==> src/pqs_pkg.sv <==
package pqs_pkg;

	localparam int SLOTS   = 8;
	localparam int SLOT_W  = $clog2(SLOTS);
	localparam int CNT_W   = $clog2(SLOTS + 1);
	localparam int TIME_W  = 20;
	localparam int ID_W    = 8;
	localparam int PRIO_W  = 8;
	localparam int ARR_W   = 16;
	localparam int BURST_W = 16;
	localparam int QUANT_W = 8;
	localparam int STAT_W  = 3;

	localparam logic [TIME_W-1:0]  TIME_MAX    = '1;
	localparam logic [QUANT_W-1:0] QUANT_RESET = QUANT_W'(2);

	typedef logic [STAT_W-1:0] status_t;
	localparam status_t STAT_SLICE     = 3'd0;
	localparam status_t STAT_LOADED    = 3'd1;
	localparam status_t STAT_FULL      = 3'd2;
	localparam status_t STAT_BAD_BURST = 3'd3;
	localparam status_t STAT_EMPTY     = 3'd4;

	typedef enum logic {
		ALU_ADD = 1'b0,
		ALU_SUB = 1'b1
	} alu_op_t;

	typedef struct packed {
		logic [ID_W-1:0]    id;
		logic [PRIO_W-1:0]  prio;
		logic [ARR_W-1:0]   arrival;
		logic [BURST_W-1:0] burst;
		logic [BURST_W-1:0] remaining;
	} entry_t;

	typedef struct packed {
		logic              wr_en;
		logic              set_valid;
		logic              clr_valid;
		logic [SLOT_W-1:0] wr_addr;
		logic [SLOT_W-1:0] rd_addr;
	} tbl_ctrl_t;

endpackage

==> src/pqs_alu.sv <==
module pqs_alu (
	input  pqs_pkg::alu_op_t            op,
	input  logic [pqs_pkg::TIME_W-1:0]  a,
	input  logic [pqs_pkg::TIME_W-1:0]  b,
	output logic [pqs_pkg::TIME_W-1:0]  res,
	output logic                        carry
);
	import pqs_pkg::*;

	logic [TIME_W:0] sum;

	// carry is the carry out on add and the borrow on subtract
	always_comb begin
		if (op == ALU_ADD) begin
			sum = {1'b0, a} + {1'b0, b};
		end else begin
			sum = {1'b0, a} - {1'b0, b};
		end
	end

	assign res   = sum[TIME_W-1:0];
	assign carry = sum[TIME_W];

endmodule

==> src/pqs_table.sv <==
module pqs_table (
	input  logic                       clk,
	input  logic                       arst_n,
	input  pqs_pkg::tbl_ctrl_t         ctrl,
	input  pqs_pkg::entry_t            wr_entry,
	output pqs_pkg::entry_t            rd_data,
	output logic [pqs_pkg::SLOTS-1:0]  valid
);
	import pqs_pkg::*;

	entry_t            mem_q [SLOTS];
	entry_t            rd_q;
	logic [SLOTS-1:0]  valid_q;

	always_ff @(posedge clk) begin
		if (ctrl.wr_en) begin
			mem_q[ctrl.wr_addr] <= wr_entry;
		end
		rd_q <= mem_q[ctrl.rd_addr];
	end

	always_ff @(posedge clk or negedge arst_n) begin
		if (!arst_n) begin
			valid_q <= '0;
		end else begin
			if (ctrl.set_valid) begin
				valid_q[ctrl.wr_addr] <= 1'b1;
			end
			if (ctrl.clr_valid) begin
				valid_q[ctrl.wr_addr] <= 1'b0;
			end
		end
	end

	assign rd_data = rd_q;
	assign valid   = valid_q;

endmodule

==> src/preemptive_priority_quantum_scheduler_top.sv <==
// Preemptive priority scheduler with a time quantum over an 8-slot task table. A load item
// (mode 0) stores a task in the lowest free slot. A dispatch item (mode 1) runs one slice:
// the slot table has one read port, so the sequencer sweeps it twice, once for the earliest
// arrival and once for the highest ready priority, one slot per cycle, and then runs the
// slice and completion steps, and the turnaround and waiting steps when the task finishes,
// one at a time through a single shared 20-bit add/subtract unit. A dispatch on an empty
// table skips the sweeps and goes straight to the output state. One item is in work at a
// time; in_ready is high only while the sequencer is idle, and a finished result waits in
// the output register without holding up the next item until that item's own result is
// ready. The quantum register may be written whenever the block is idle; a quantum of zero
// runs as one.
module preemptive_priority_quantum_scheduler_top (
	input  logic                          clk,
	input  logic                          arst_n,
	input  logic                          in_valid,
	output logic                          in_ready,
	input  logic                          mode,
	input  logic [pqs_pkg::ID_W-1:0]      task_id,
	input  logic [pqs_pkg::PRIO_W-1:0]    task_priority,
	input  logic [pqs_pkg::ARR_W-1:0]     arrival_time,
	input  logic [pqs_pkg::BURST_W-1:0]   burst_length,
	output logic                          out_valid,
	input  logic                          out_ready,
	output logic [pqs_pkg::STAT_W-1:0]    status,
	output logic [pqs_pkg::ID_W-1:0]      ran_id,
	output logic [pqs_pkg::TIME_W-1:0]    slice_start,
	output logic [pqs_pkg::QUANT_W-1:0]   slice_length,
	output logic                          finished,
	output logic [pqs_pkg::TIME_W-1:0]    completion_time,
	output logic [pqs_pkg::TIME_W-1:0]    turnaround,
	output logic [pqs_pkg::TIME_W-1:0]    waiting,
	input  logic                          cfg_valid,
	output logic                          cfg_ready,
	input  logic [pqs_pkg::QUANT_W-1:0]   cfg_data
);
	import pqs_pkg::*;

	typedef enum logic [10:0] {
		S_IDLE  = 11'b00000000001,
		S_LOAD  = 11'b00000000010,
		S_SCANA = 11'b00000000100,
		S_ADV   = 11'b00000001000,
		S_SCANP = 11'b00000010000,
		S_FETCH = 11'b00000100000,
		S_RUN   = 11'b00001000000,
		S_END   = 11'b00010000000,
		S_TAT   = 11'b00100000000,
		S_WT    = 11'b01000000000,
		S_OUT   = 11'b10000000000
	} state_t;

	state_t              state_q;
	logic [QUANT_W-1:0]  quantum_q;
	logic [TIME_W-1:0]   now_q;
	entry_t              ld_q;
	logic [CNT_W-1:0]    idx_q;
	logic                rd_en_s1;
	logic [SLOT_W-1:0]   rd_slot_s1;
	logic                any_q;
	logic [ARR_W-1:0]    earliest_q;
	logic                found_q;
	logic [PRIO_W-1:0]   best_q;
	logic [SLOT_W-1:0]   pick_q;
	entry_t              entry_q;
	logic [QUANT_W-1:0]  run_q;
	logic [BURST_W-1:0]  rem_q;
	logic [TIME_W-1:0]   start_q;
	logic [TIME_W-1:0]   done_q;
	logic [TIME_W-1:0]   tat_q;
	logic [TIME_W-1:0]   wt_q;
	logic                fin_q;
	status_t             status_q;

	logic                out_valid_q;
	status_t             status_out_q;
	logic [ID_W-1:0]     ran_id_q;
	logic [TIME_W-1:0]   slice_start_q;
	logic [QUANT_W-1:0]  slice_length_q;
	logic                finished_q;
	logic [TIME_W-1:0]   completion_q;
	logic [TIME_W-1:0]   turnaround_q;
	logic [TIME_W-1:0]   waiting_q;

	tbl_ctrl_t           tbl_ctrl;
	entry_t              wr_entry;
	entry_t              rd_data;
	logic [SLOTS-1:0]    valid;

	alu_op_t             alu_op;
	logic [TIME_W-1:0]   alu_a;
	logic [TIME_W-1:0]   alu_b;
	logic [TIME_W-1:0]   alu_res;
	logic                alu_carry;

	logic                free_any;
	logic [SLOT_W-1:0]   free_slot;
	logic [QUANT_W-1:0]  q_eff;
	logic                scan_more;
	logic                rd_hit;
	logic                out_free;
	logic                load_ok;

	pqs_alu u_alu (
		.op    (alu_op),
		.a     (alu_a),
		.b     (alu_b),
		.res   (alu_res),
		.carry (alu_carry)
	);

	pqs_table u_table (
		.clk      (clk),
		.arst_n   (arst_n),
		.ctrl     (tbl_ctrl),
		.wr_entry (wr_entry),
		.rd_data  (rd_data),
		.valid    (valid)
	);

	// lowest free slot
	always_comb begin
		free_any  = 1'b0;
		free_slot = '0;
		for (int i = SLOTS - 1; i >= 0; i--) begin
			if (!valid[i]) begin
				free_any  = 1'b1;
				free_slot = SLOT_W'(i);
			end
		end
	end

	assign q_eff     = (quantum_q == '0) ? QUANT_W'(1) : quantum_q;
	assign scan_more = idx_q < CNT_W'(SLOTS);
	assign rd_hit    = rd_en_s1 && valid[rd_slot_s1];
	assign out_free  = !out_valid_q || out_ready;
	assign load_ok   = (ld_q.burst != '0) && free_any;
	assign in_ready  = state_q == S_IDLE;
	assign cfg_ready = 1'b1;

	// operand selection for the shared unit
	always_comb begin
		alu_op = ALU_SUB;
		alu_a  = '0;
		alu_b  = '0;
		case (state_q)
			S_SCANA: begin
				alu_a = TIME_W'(rd_data.arrival);
				alu_b = TIME_W'(earliest_q);
			end
			S_ADV: begin
				alu_a = now_q;
				alu_b = TIME_W'(earliest_q);
			end
			S_SCANP: begin
				alu_a = now_q;
				alu_b = TIME_W'(rd_data.arrival);
			end
			S_RUN: begin
				alu_a = TIME_W'(rd_data.remaining);
				alu_b = TIME_W'(q_eff);
			end
			S_END: begin
				alu_op = ALU_ADD;
				alu_a  = now_q;
				alu_b  = TIME_W'(run_q);
			end
			S_TAT: begin
				alu_a = done_q;
				alu_b = TIME_W'(entry_q.arrival);
			end
			S_WT: begin
				alu_a = tat_q;
				alu_b = TIME_W'(entry_q.burst);
			end
			default: begin
				alu_op = ALU_SUB;
			end
		endcase
	end

	// table access
	always_comb begin
		tbl_ctrl         = '0;
		tbl_ctrl.rd_addr = idx_q[SLOT_W-1:0];
		wr_entry         = ld_q;
		case (state_q)
			S_LOAD: begin
				tbl_ctrl.wr_en     = load_ok;
				tbl_ctrl.set_valid = load_ok;
				tbl_ctrl.wr_addr   = free_slot;
			end
			S_FETCH: begin
				tbl_ctrl.rd_addr = pick_q;
			end
			S_END: begin
				tbl_ctrl.wr_en     = 1'b1;
				tbl_ctrl.clr_valid = rem_q == '0;
				tbl_ctrl.wr_addr   = pick_q;
				wr_entry           = entry_q;
				wr_entry.remaining = rem_q;
			end
			default: begin
				tbl_ctrl.wr_en = 1'b0;
			end
		endcase
	end

	always_ff @(posedge clk or negedge arst_n) begin
		if (!arst_n) begin
			quantum_q <= QUANT_RESET;
		end else if (cfg_valid && cfg_ready) begin
			quantum_q <= cfg_data;
		end
	end

	always_ff @(posedge clk or negedge arst_n) begin
		if (!arst_n) begin
			state_q    <= S_IDLE;
			now_q      <= '0;
			idx_q      <= '0;
			rd_en_s1   <= 1'b0;
			rd_slot_s1 <= '0;
			any_q      <= 1'b0;
			found_q    <= 1'b0;
		end else begin
			rd_en_s1   <= ((state_q == S_SCANA) || (state_q == S_SCANP)) && scan_more;
			rd_slot_s1 <= idx_q[SLOT_W-1:0];
			unique case (state_q)
				S_IDLE: begin
					if (in_valid) begin
						idx_q <= '0;
						any_q <= 1'b0;
						if (!mode) begin
							state_q <= S_LOAD;
						end else if (valid == '0) begin
							state_q <= S_OUT;
						end else begin
							state_q <= S_SCANA;
						end
					end
				end
				S_LOAD: begin
					state_q <= S_OUT;
				end
				S_SCANA: begin
					if (rd_hit && (!any_q || alu_carry)) begin
						any_q <= 1'b1;
					end
					if (scan_more) begin
						idx_q <= idx_q + CNT_W'(1);
					end else if (!rd_en_s1) begin
						state_q <= S_ADV;
					end
				end
				S_ADV: begin
					if (alu_carry) begin
						now_q <= TIME_W'(earliest_q);
					end
					idx_q   <= '0;
					found_q <= 1'b0;
					state_q <= S_SCANP;
				end
				S_SCANP: begin
					if (rd_hit && !alu_carry && (!found_q || rd_data.prio > best_q)) begin
						found_q <= 1'b1;
					end
					if (scan_more) begin
						idx_q <= idx_q + CNT_W'(1);
					end else if (!rd_en_s1) begin
						state_q <= S_FETCH;
					end
				end
				S_FETCH: begin
					state_q <= S_RUN;
				end
				S_RUN: begin
					state_q <= S_END;
				end
				S_END: begin
					// completion time saturates at the top of the time range
					now_q   <= alu_carry ? TIME_MAX : alu_res;
					state_q <= (rem_q == '0) ? S_TAT : S_OUT;
				end
				S_TAT: begin
					state_q <= S_WT;
				end
				S_WT: begin
					state_q <= S_OUT;
				end
				S_OUT: begin
					if (out_free) begin
						state_q <= S_IDLE;
					end
				end
				default: begin
					state_q <= S_IDLE;
				end
			endcase
		end
	end

	// item payload and per-dispatch working values
	always_ff @(posedge clk) begin
		case (state_q)
			S_IDLE: begin
				ld_q.id        <= task_id;
				ld_q.prio      <= task_priority;
				ld_q.arrival   <= arrival_time;
				ld_q.burst     <= burst_length;
				ld_q.remaining <= burst_length;
				entry_q        <= '0;
				run_q          <= '0;
				start_q        <= '0;
				done_q         <= '0;
				tat_q          <= '0;
				wt_q           <= '0;
				fin_q          <= 1'b0;
				status_q       <= STAT_EMPTY;
			end
			S_LOAD: begin
				if (ld_q.burst == '0) begin
					status_q <= STAT_BAD_BURST;
				end else if (!free_any) begin
					status_q <= STAT_FULL;
				end else begin
					status_q <= STAT_LOADED;
				end
			end
			S_SCANA: begin
				if (rd_hit && (!any_q || alu_carry)) begin
					earliest_q <= rd_data.arrival;
				end
			end
			S_SCANP: begin
				if (rd_hit && !alu_carry && (!found_q || rd_data.prio > best_q)) begin
					best_q <= rd_data.prio;
					pick_q <= rd_slot_s1;
				end
			end
			S_RUN: begin
				// borrow means the remaining work is shorter than the quantum
				entry_q <= rd_data;
				run_q   <= alu_carry ? rd_data.remaining[QUANT_W-1:0] : q_eff;
				rem_q   <= alu_carry ? '0 : alu_res[BURST_W-1:0];
			end
			S_END: begin
				start_q  <= now_q;
				done_q   <= alu_carry ? TIME_MAX : alu_res;
				fin_q    <= rem_q == '0;
				status_q <= STAT_SLICE;
			end
			S_TAT: begin
				tat_q <= alu_res;
			end
			S_WT: begin
				wt_q <= alu_carry ? '0 : alu_res;
			end
			default: begin
				fin_q <= fin_q;
			end
		endcase
	end

	always_ff @(posedge clk or negedge arst_n) begin
		if (!arst_n) begin
			out_valid_q <= 1'b0;
		end else if ((state_q == S_OUT) && out_free) begin
			out_valid_q <= 1'b1;
		end else if (out_ready) begin
			out_valid_q <= 1'b0;
		end
	end

	always_ff @(posedge clk) begin
		if ((state_q == S_OUT) && out_free) begin
			status_out_q   <= status_q;
			ran_id_q       <= entry_q.id;
			slice_start_q  <= start_q;
			slice_length_q <= run_q;
			finished_q     <= fin_q;
			completion_q   <= done_q;
			turnaround_q   <= tat_q;
			waiting_q      <= wt_q;
		end
	end

	assign out_valid       = out_valid_q;
	assign status          = status_out_q;
	assign ran_id          = ran_id_q;
	assign slice_start     = slice_start_q;
	assign slice_length    = slice_length_q;
	assign finished        = finished_q;
	assign completion_time = completion_q;
	assign turnaround      = turnaround_q;
	assign waiting         = waiting_q;

endmodule

==> config.mk <==
export PLATFORM = sky130hd
export DESIGN_NAME = preemptive_priority_quantum_scheduler_top
export DESIGN_NICKNAME = d
export VERILOG_FILES = /design/src/pqs_pkg.sv /design/src/pqs_alu.sv /design/src/pqs_table.sv /design/src/preemptive_priority_quantum_scheduler_top.sv
export SDC_FILE = /design/constraint.sdc
export NUM_CORES = 1
export LEC_CHECK = 0
export BUFFER_PORTS_ARGS = -buffer_cell sky130_fd_sc_hd__buf_2
export CAP_MARGIN = 5
export CORE_UTILIZATION = 32
export DETAILED_ROUTE_END_ITERATION = 8
export HOLD_SLACK_MARGIN = 0.03
export PLACE_DENSITY_LB_ADDON = 0.12
export SETUP_SLACK_MARGIN = 0.1
export SYNTH_ARGS = -nofsm -noshare
export SYNTH_HDL_FRONTEND = slang
export SYNTH_HIERARCHICAL = 1
export SYNTH_SLANG_ARGS = --single-unit
==> constraint.sdc <==
create_clock -name clk -period 8.8 [get_ports clk]
set_input_delay 1.32 -clock clk [delete_from_list [all_inputs] [get_ports clk]]
set_output_delay 1.32 -clock clk [all_outputs]
set_load 0.01 [all_outputs]
# After elaboration in Yosys (flattened, before gate mapping)
# Memory sizes are Yosys's and may differ from the RTL's. A register that Yosys moved wholly into a read port is not among the register bits.
# Index checks and enable logic that the tools add are counted.
# W data, S select, Z words.
[op_classes]
add_sub_neg = 3
order_cmp = 5
eq_ne = 21
muxes = 69
bitwise_logic = 3
n_reduce_logical = 42
[op_table]
columns = ["op", "count"]
rows = [
  ["$pmux W20 S2", 5],
  ["$pmux W64 S2", 1],
  ["$pmux W11 S10", 1],
  ["$pmux W20 S5", 1],
  ["$mux W11", 9],
  ["$pmux W16 S6", 1],
  ["$mux W64", 1],
  ["$mux W20", 3],
  ["$logic_not A16 Y1", 2],
  ["$mux W8", 4],
  ["$mux W3", 9],
  ["$add A20 B16 Y21", 1],
  ["$mux W21", 1],
  ["$sub A20 B16 Y21", 1],
  ["$mux W1", 19],
  ["$logic_not A8 Y1", 2],
  ["$pmux W8 S2", 1],
  ["$reduce_bool A16 Y1", 1],
  ["$reduce_bool A2 Y1", 8],
  ["$ne A2 B2 Y1 const B", 6],
  ["$pmux W4 S3", 1],
  ["$eq A11 B1 Y1 const B", 1],
  ["$eq A11 B10 Y1 const B", 1],
  ["$eq A11 B11 Y1 const B", 1],
  ["other kinds (33)", 62],
]
[totals]
register_bits = 389
ram_bits = 512
input_bits = 62
output_inout_bits = 103
word_cells = 181
n_memories = 1
[mem_list]
columns = ["memory", "words", "width", "rd", "rd_ports_with_merged_regs", "write_ports", "line", "rtl"]
rows = [
  ["u_table.mem_q", 8, 64, 1, 1, 1, "pqs_table.sv:11", "entry_t mem_q [SLOTS];"],
]

# Longest topological paths before layout
# Gate-level depths: netlist (run 1).
[depth]
word_depth = 17
depth_mapped = 26
mapped_depth_nobuf = 23

# Modules after synthesis
# The synthesis (run 1) kept the hierarchy.
[modules_own_cells]
columns = ["mod", "n_inst", "cells_each", "area_per_inst_um2", "seq_area_each_um2"]
rows = [
  ["pqs_table", 1, 845, 20922.6, 16856.2],
  ["preemptive_priority_quantum_scheduler_top", 1, 1167, 15633.7, 11193.2],
  ["pqs_alu", 1, 219, 1497.7, 0.0],
]

# Worst setup path before layout (run 1)
# No wires, ideal clock.
[synth_path]
path_kind = "register to register"
start = "register state_q[4]"
end = "memory u_table/mem_q[2][0] (netlist bit), enable pin"
setup_ns = 0.565
arrival_time_ns = 6.467
t_required_ns = 8.235
setup_slack_ns = 1.768
path_stages_with_launch = 12
n_path_buf = 5
period_less_slack_ns = 7.032
path_cell_list = "dfrtp_1 buf_2 nor4_2 and3_1 clkbuf_1 buf_2 buf_2 nand2_1 o31ai_1 clkbuf_1 nand2_1 nor3_1"
[synth_lines]
columns = ["item", "line", "rtl"]
rows = [
  ["start: declaration", "preemptive_priority_quantum_scheduler_top.sv:52", "state_t state_q;"],
  ["start signal: assignment", "preemptive_priority_quantum_scheduler_top.sv:282", "state_q <= (rem_q == '0) ? S_TAT : S_OUT;"],
  ["end: declaration", "pqs_table.sv:11", ""],
]

# Worst setup path in the final report (run 1)
[layout_path]
start = "register state_q[4]"
end = "register earliest_q[12], enable pin"
[layout_via]
elab_chain_len = 8
word_cells_on_any_way = 17
[layout_lines]
columns = ["item", "line", "rtl"]
rows = [
  ["$eq A11 B3 Y1 or $eq A11 B4 Y1 (tied branches)", "preemptive_priority_quantum_scheduler_top.sv:145", "case (state_q)"],
  ["$reduce_or A2 Y1 (no source line)", "--", ""],
  ["$pmux W16 S6 (*)", "preemptive_priority_quantum_scheduler_top.sv:145", ""],
  ["named net alu_b[0]", "preemptive_priority_quantum_scheduler_top.sv:91", "logic [TIME_W-1:0] alu_b;"],
  ["$sub A20 B16 Y21 or $add A20 B16 Y21 (tied branches)", "pqs_alu.sv:17, pqs_alu.sv:15", ""],
  ["$mux W21 (*)", "pqs_alu.sv:14", "if (op == ALU_ADD) begin"],
  ["named net alu_carry", "preemptive_priority_quantum_scheduler_top.sv:93", "logic alu_carry;"],
  ["$logic_or A1 B1 Y1 (*)", "preemptive_priority_quantum_scheduler_top.sv:330", "if (rd_hit && (!any_q || alu_carry)) begin"],
  ["$logic_and A1 B1 Y1 (*)", "preemptive_priority_quantum_scheduler_top.sv:330", ""],
  ["$reduce_and A2 Y1 (no source line) (*)", "--", ""],
  ["end signal: assignment", "preemptive_priority_quantum_scheduler_top.sv:331", "earliest_q <= rd_data.arrival;"],
  ["end: declaration", "preemptive_priority_quantum_scheduler_top.sv:60", "logic [ARR_W-1:0] earliest_q;"],
]
# Mark *: on every way through the listed nets, which the timed path passes. The rest lies on a longest branch.
# A chain may end at the register's enable or synchronous reset.

==> results of run 1 <==
[power groups by stage]
| stage | logic (mW) | clock network, mW | registers, mW |
|---|---|---|---|
| floorplan | 2.03 | 0 | 6.74 |
| global placement | 3.31 | 0 | 7.12 |
| detailed placement | 3.35 | 0 | 7.12 |
| CTS | 3.36 | 4.48 | 7.03 |
| global route | 3.58 | 4.65 | 7.09 |
| finish | 3.30 | 4.36 | 7.02 |
[flip-flops by register name (all words and copies together) (netlist names), 16 cells and up]
name,count
u_table/rd_data,64
turnaround,20
entry_q,48
done_q,20
rem_q,16
now_q,20
slice_start,20
wt_q,20
tat_q,20
completion_time,20
ld_q,48
earliest_q,16
start_q,20
waiting,20
u_table/mem_q,512
[routing by layer]
layer | vias to the layer above | track usage, %
met5 | - | 0
met4 | 2 | 5.14
met3 | 133 | 3.13
met2 | 639 | 28.0
met1 | 10800 | 25.0
li1 | 9110 | -
[stage by stage]
step                      cells  utilization [%]  power [mW]  worst slack (ns)  hold WS (ns)
after floorplan            2241                -        8.77              1.77         0.400
after global placement     3870             34.5        10.4              2.05         0.402
after detailed placement   3870             34.5        10.5              1.85         0.405
after CTS                  4066             37.4        14.9              1.83         0.418
after global routing       4066             37.4        15.3              1.35         0.422
final                      4068             37.4        14.7              1.84         0.417
[cells in the final DEF, fill, tap and decap left out, types with 6 or more instances in the layout]
master / netlist / layout
clkbuf_1: 61 / 29
clkbuf_16: 0 / 105
a22o_1: 6 / 6
a21o_1: 8 / 8
nand4_1: 9 / 9
nor2b_1: 26 / 26
a22oi_1: 57 / 57
nand2_1: 244 / 243
clkbuf_8: 0 / 13
o22ai_1: 33 / 33
a222oi_1: 20 / 20
nand2b_1: 13 / 13
clkinv_1: 0 / 12
xnor2_1: 28 / 28
buf_4: 3 / 44
conb_1: 2 / 12
clkinv_2: 0 / 18
mux4_2: 130 / 130
nor2_4: 0 / 7
inv_1: 30 / 29
buf_2: 20 / 163
mux2i_1: 9 / 9
nand3_1: 25 / 25
dfrtp_1: 56 / 56
and2_1: 88 / 88
and3_1: 22 / 21
o21ai_0: 14 / 14
nor3_1: 22 / 20
mux2_2: 77 / 74
ha_1: 30 / 30
xor2_1: 9 / 8
nor2_1: 100 / 93
dfxtp_1: 64 / 64
edfxtp_1: 843 / 843
a21oi_1: 34 / 33
bufinv_16: 0 / 9
nor4_1: 16 / 15
[critical path: cells and delay by family (launching register included)]
kind            cells  cell delay, ns
compound gates      4            1.47
xor+xnor            2            0.27
fa+ha+maj           2            0.59
buf+inv             4            1.13
flops               1            0.47
simple gates       11            2.63
[layout make-up]
| class | count | area, um^2 | area share [%] |
|---|---|---|---|
| Tap cell | 1536 | 1920 | 4.35 |
| Sequential cell | 965 | 28000 | 63.5 |
| Multi-Input combinational cell | 1130 | 9460 | 21.4 |
| Inverter | 32 | 123 | 0.278 |
| Antenna cell | 2 | 5.00 | 0.0113 |
| Clock inverter | 49 | 531 | 1.20 |
| Timing Repair Buffer | 207 | 1150 | 2.60 |
| Clock buffer | 147 | 2920 | 6.60 |
[cells by family after synthesis]
| kind of cell | share of synthesized area, % |
|---|---|
| compound gates | 4.33 |
| other cells | 0.0197 |
| fa+ha+maj | 1.04 |
| flops | 73.7 |
| mux | 10.2 |
| simple gates | 7.94 |
| buf+inv | 1.88 |
| xor+xnor | 0.852 |
[synth_stat cells (all sizes together) (28+ instances only)]
cell type  number
dfrtp          56
a22oi          57
clkbuf         63
inv            32
nand2         244
dfxtp          64
a21oi          35
and2           88
ha             30
nor2          100
o22ai          33
mux4          130
xnor2          28
mux2           78
edfxtp        843
buf            51
[final timing paths]
| path | from | end | slack, ns | cells after the start |
|---|---|---|---|---|
| worst min register to register | status_q[0]$_DFFE_PP_ | status[0]$_DFFE_PP_ | 0.42 | 0 |
| worst max-delay path | state_q[4]$_DFFE_PN0P_ | earliest_q[12]$_DFFE_PP_ | 1.84 | 23 |
| worst min-delay path | status_q[0]$_DFFE_PP_ | status[0]$_DFFE_PP_ | 0.42 | 0 |
| worst max register to register | state_q[4]$_DFFE_PN0P_ | earliest_q[12]$_DFFE_PP_ | 1.84 | 23 |
| max in group asynchronous | arst_n | now_q[17]$_DFFE_PN0P_ | 7.37 | 2 |
| min in group asynchronous | arst_n | u_table/valid[6]$_DFF_PN0_ | 0.84 | 2 |
==> metrics.txt, run 1 <==
status completed; fill cell count 11.0k; clk sink count a little under 1k; Chip Height roughly 350 um; Crit path required time between 9 and 10 ns; Net Sw Frac between 30% and 40%; Design Area, Final between 40000 and 50000 um^2; Critical Path AT 7.26 ns; global-route wire length before repair roughly 150 mm; Setup Viol. Count Final 0; largest net degree at the start of global routing 76; Worst setup EP type register; Setup CP Type register to register; CTS clk-pin slew, worst paths about 0.060 ns; Max Fclk between 0.1 and 0.15 GHz; Tightest Pin Transition 1.14 ns; Tcrit/Tclk final approximately 79%; sequential-to-total area share from yosys stat between 70% and 80%; main flop type after synthesis edfxtp_1; Slew HR 24.1%; Final #Nets approximately 2.5k; PwrDens 333 nW/um^2; post-cts sizing count 0; Sw Pwr roughly 4.7 mW; ranking of synthesized cells by area edfxtp_1, mux4_2, dfrtp_1, dfxtp_1, nand2_1; via count between 20k and 25k; P&R area growth vs syn 16.0%; count of unique library cells instantiated by Yosys 82; Int Pwr approximately 9.9 mW; vias per cell roughly 5.1; Flop pwr share 47.8%; HPWL after detailed placement roughly 70 mm; mean area per synthesized cell ~17 um^2; Peak VDD IR roughly 190 uV; setup TNS 0 ns; Slowest-stage cell, CP a21oi_2; Leakage approximately 15 nW; Total GRT Usage between 10% and 20%; PortBufs between 150 and 200; WL final 106 mm; CTS tree done; num rows about 130; core region area 118000 um^2; I/O Pins roughly 170; Clock Latency Late Sink 0.69 ns; H-tree levels 3; slowest stage delay, CP 0.79 ns; Hold Buf Count CTS 0; max cap viols 0; global route overflow 0; Hold Crit Class register to register; number of flops mapped to enable cells by yosys roughly 840; remaining antenna violation count after routing 0; post-synth top area share between 60% and 70%; root buffer cell clkbuf_16; Synth Register Bits around 970; Mapped Cells around 2.2k; Tmin final 6.96 ns; layout cells sized above 1 about a quarter; WL met1 48.9 mm; Cell Chain, Critical Path nor4_2 > nand2_1 > or3_1 > buf_4 > inv_2 > a222oi_1 > nand2_1 > inv_1 > ha_1 > nand2_1 > nor4_2 > and2_1 > a21oi_1 > xnor2_1 > ha_1 > and3_2 > nand3_1 > nor3_1 > or4_4 > a31oi_4 > xor2_4 > inv_1 > a21oi_2; Clock power frac between 20 and 30%; RSZ-0062 raised after global routing no; synth warn 6; Post-CTS Setup Inserts 0; Initial Util roughly a third; gpl congestion slightly below 0.9; DIE AREA approximately 120000 um^2; Post-Syn Area 38100 um^2; DRT iter0 DRCs 1868; antenna violations before repair 3; crit path launch type register; Die X about 350 um; max layer used met5; Post-synth ARST share under 10%; CTS max path bufs 3; Gate power share ~23%; routed len/inst about 26 um; Yosys top cell by area edfxtp_1; DRC viols 0; cts bufs inserted 104; first-pass iteration count of the detailed router 6; placed cell area a little over 40000 um^2; Crit Path Max Fanout ~40; most frequent CP cell nand2_1; Final Slew Violations 0; vias in the first global route approximately 21k; Final Skew 0.0287 ns; final hold violations 0; WL met2 49.1 mm; met3 WL between 5 and 6 mm
No activity file was read; power rests on OpenSTA's default activity.
==> run 2, diff against run 1 <==
Clock period 8.8 ns to 6.56 ns, I/O delays scaled along.
==> run 2 against run 1 <==
Compared with the run above:
- global-route usage rose by 0.11 points
- register-to-register slack worse by 1.3 ns
- core utilization grew 0.30 points
- final area rose by 0.81%
- combinational power grew 33%
- sequential share of layout area fell by 0.51 points
- cell count increased by 0.47%
- flip-flop and latch count unchanged
- largest power group unchanged
==> metrics.txt, run 2 (synthesized netlist as in run 1, its figures left out) <==
max cap viols 0 (unchanged); Reg-to-Reg End run_q[4]$_SDFFCE_PP0P_; commonest non-fill, non-tap cell in the layout edfxtp_1; H-tree levels 3 (unchanged); most frequent cells in the layout edfxtp_1, nand2_1, buf_2; gpl congestion 0.868 (+0.12%); root buffer cell clkbuf_16; worst reg-to-reg setup slack 0.59 ns (-1.26 ns); HPWL after detailed placement 71.7 mm (+3.8%); Tmin final 5.97 ns (-0.983 ns); DP Cell Count 3889 (+0.49%); Peak VDD IR 322 uV (+70%); global route overflow 0 (unchanged); remaining antenna violation count after routing 0 (unchanged); crit path launch type register; Chip Height 347 um (unchanged); worst hold path depth 0 (unchanged); Slew HR 19.6% (-4.5 points); multi-input logic area 9490 um^2 (+0.29%); Crit Path Max Fanout 31 (-24%); Initial Util 32.3% (unchanged); I/O Pins 165 (unchanged); hold wc startpoint wt_q[14]$_SDFFCE_PP0P_; PwrDens 444 nW/um^2 (+33%); Final Core Density 37.7% (+0.30 points); Setup Viol. Count Final 0 (unchanged); final std cells w/o fill 4087 (+0.47%); Top reg by flops u_table/mem_q; RSZ-0062 raised after global routing no; Final #Nets 2552 (+0.75%); Critical Path AT 6.40 ns (-0.86 ns); Max Fclk 0.167 GHz (+16%); clk sink count 965 (unchanged); Worst Hold End waiting[14]$_DFFE_PP_; cts bufs inserted 104 (unchanged); core region area 118000 um^2 (unchanged); via count 20.7k (+0.23%); Total GRT Usage 17.8% (+0.11 points); CTS clk-pin slew, worst paths 0.06 ns (about the same); WL final 108 mm (+1.5%); Hold Crit Class register to register; FF-to-FF Start state_q[4]$_DFFE_PN0P_; P&R area growth vs syn 17.0%; CTS tree done; setup TNS 0 ns (unchanged); largest net degree at the start of global routing 94 (+24%); fill cell count 11.0k (-0.47%); global-route wire length before repair 155 mm (+0.17%); Worst Reg-to-Reg Cells 22 (-4.3%); PortBufs 163 (unchanged); Clock Latency Late Sink 0.69 ns (about the same); Hold Buf Count CTS 0 (unchanged); Die X 347 um (unchanged); Final Slew Violations 0 (unchanged); DIE AREA 120000 um^2 (unchanged); vias in the first global route 21.2k (-0.85%); status completed; final hold violations 0 (unchanged); antenna violations before repair 8 (+5); DRT iter0 DRCs 1654 (-11%); Tightest Pin Transition 1.21 ns (+0.0675 ns); num rows 126 (unchanged); Tcrit/Tclk final 91.1% (+12 points); Final Skew 0.0339 ns (+0.00526 ns); vias per cell 5.07 (-0.24%); Crit path required time 6.99 ns (-2.11 ns); layout cells sized above 1 25.0% (+0.84 points); max FFs per register 512 (unchanged); Worst setup EP type register; Setup CP Type register to register; DRC viols 0 (unchanged); Sequential Area 28000 um^2 (unchanged); CTS max path bufs 3 (unchanged); first-pass iteration count of the detailed router 7 (+1); total power 19.7 mW (+35%); Leakage 15.4 nW (+1.0%); routed len/inst 26.4 um (+1.1%)
[run 2: changes by cell type in the layout (fill, tap and decap cells not counted), sizes merged]
cell    delta
buf       +19
bufinv     -1
clkbuf     +5
clkinv     -6
inv        +2
[run 2: timing repair]
action,4_1_cts,5_1_grt
setup endpoints to repair,0,15
gates resized for setup,0,1
buffers inserted,0,0
[run 2: layout make-up]
cell class / instances / share of cell area, %
diodes: 2 / 0.0112
clock buffers: 152 / 6.73
clock inverters: 44 / 1.10
inverters: 32 / 0.275
multi-input cells: 1130 / 21.3
flip-flops and latches: 965 / 63.0
well taps: 1536 / 4.32
repair buffers: 226 / 3.23
[run 2: routing by layer]
layer	global-route usage, %	routed length, um	vias up	part of all wire (%)
met5	0	13	-	0.012
met4	5.26	2570	2	2.4
met3	2.56	4970	129	4.6
met2	28.4	50800	564	47
met1	25.3	49800	10900	46
li1	-	-	9115	-
[run 2: where the power goes]
part	internal (mW)	switching [mW]	leakage, nW	total, mW
clock network	3.49	2.45	1.70	5.94
logic	1.35	3.04	4.64	4.39
registers	8.57	0.849	9.02	9.41
total	13.4	6.34	15.4	19.7
[run 2: worst max-delay path by stage]
stage,from,cells after the start,endpoint
after floorplan,state_q[7]$_DFFE_PN0P_,4,completion_time[0]$_DFFE_PP_
after global placement,state_q[4]$_DFFE_PN0P_,22,run_q[6]$_SDFFCE_PP0P_
after detailed placement,state_q[4]$_DFFE_PN0P_,22,run_q[4]$_SDFFCE_PP0P_
after CTS,state_q[4]$_DFFE_PN0P_,23,best_q[2]$_DFFE_PP_
after global routing,state_q[4]$_DFFE_PN0P_,24,best_q[2]$_DFFE_PP_
final,state_q[4]$_DFFE_PN0P_,22,run_q[4]$_SDFFCE_PP0P_
[run 2: per-stage QoR]
| step | hold WS (ns) | setup WS, ns | instance area (um^2) |
|---|---|---|---|
| 6_report | 0.417 | 0.586 | 44500 |
| 5_1_grt | 0.423 | 0.134 | 44500 |
| 4_1_cts | 0.418 | 0.569 | 44500 |
| 3_5_place_dp | 0.405 | 0.603 | 41000 |
| 3_3_place_gp | 0.405 | 0.642 | 41000 |
| 2_1_floorplan | 0.400 | 0.461 | 38100 |
[run 2: worst max-delay path: stages (launching register included)]
cell	delay, ns
dfrtp_1	0.47
nor4_2	0.47
nand2_1	0.20
or3_1	0.44
inv_2	0.37
a222oi_1	0.18
nand2_1	0.20
nor3_1	0.09
and3_1	0.23
nor4b_2	0.19
a21o_1	0.22
o21ai_0	0.12
xnor2_1	0.10
ha_1	0.37
a21o_1	0.20
a21oi_2	0.13
nor2b_1	0.05
or4_4	0.52
a31oi_4	0.23
xor2_4	0.24
buf_4	0.37
mux2i_1	0.23
nor2_1	0.06
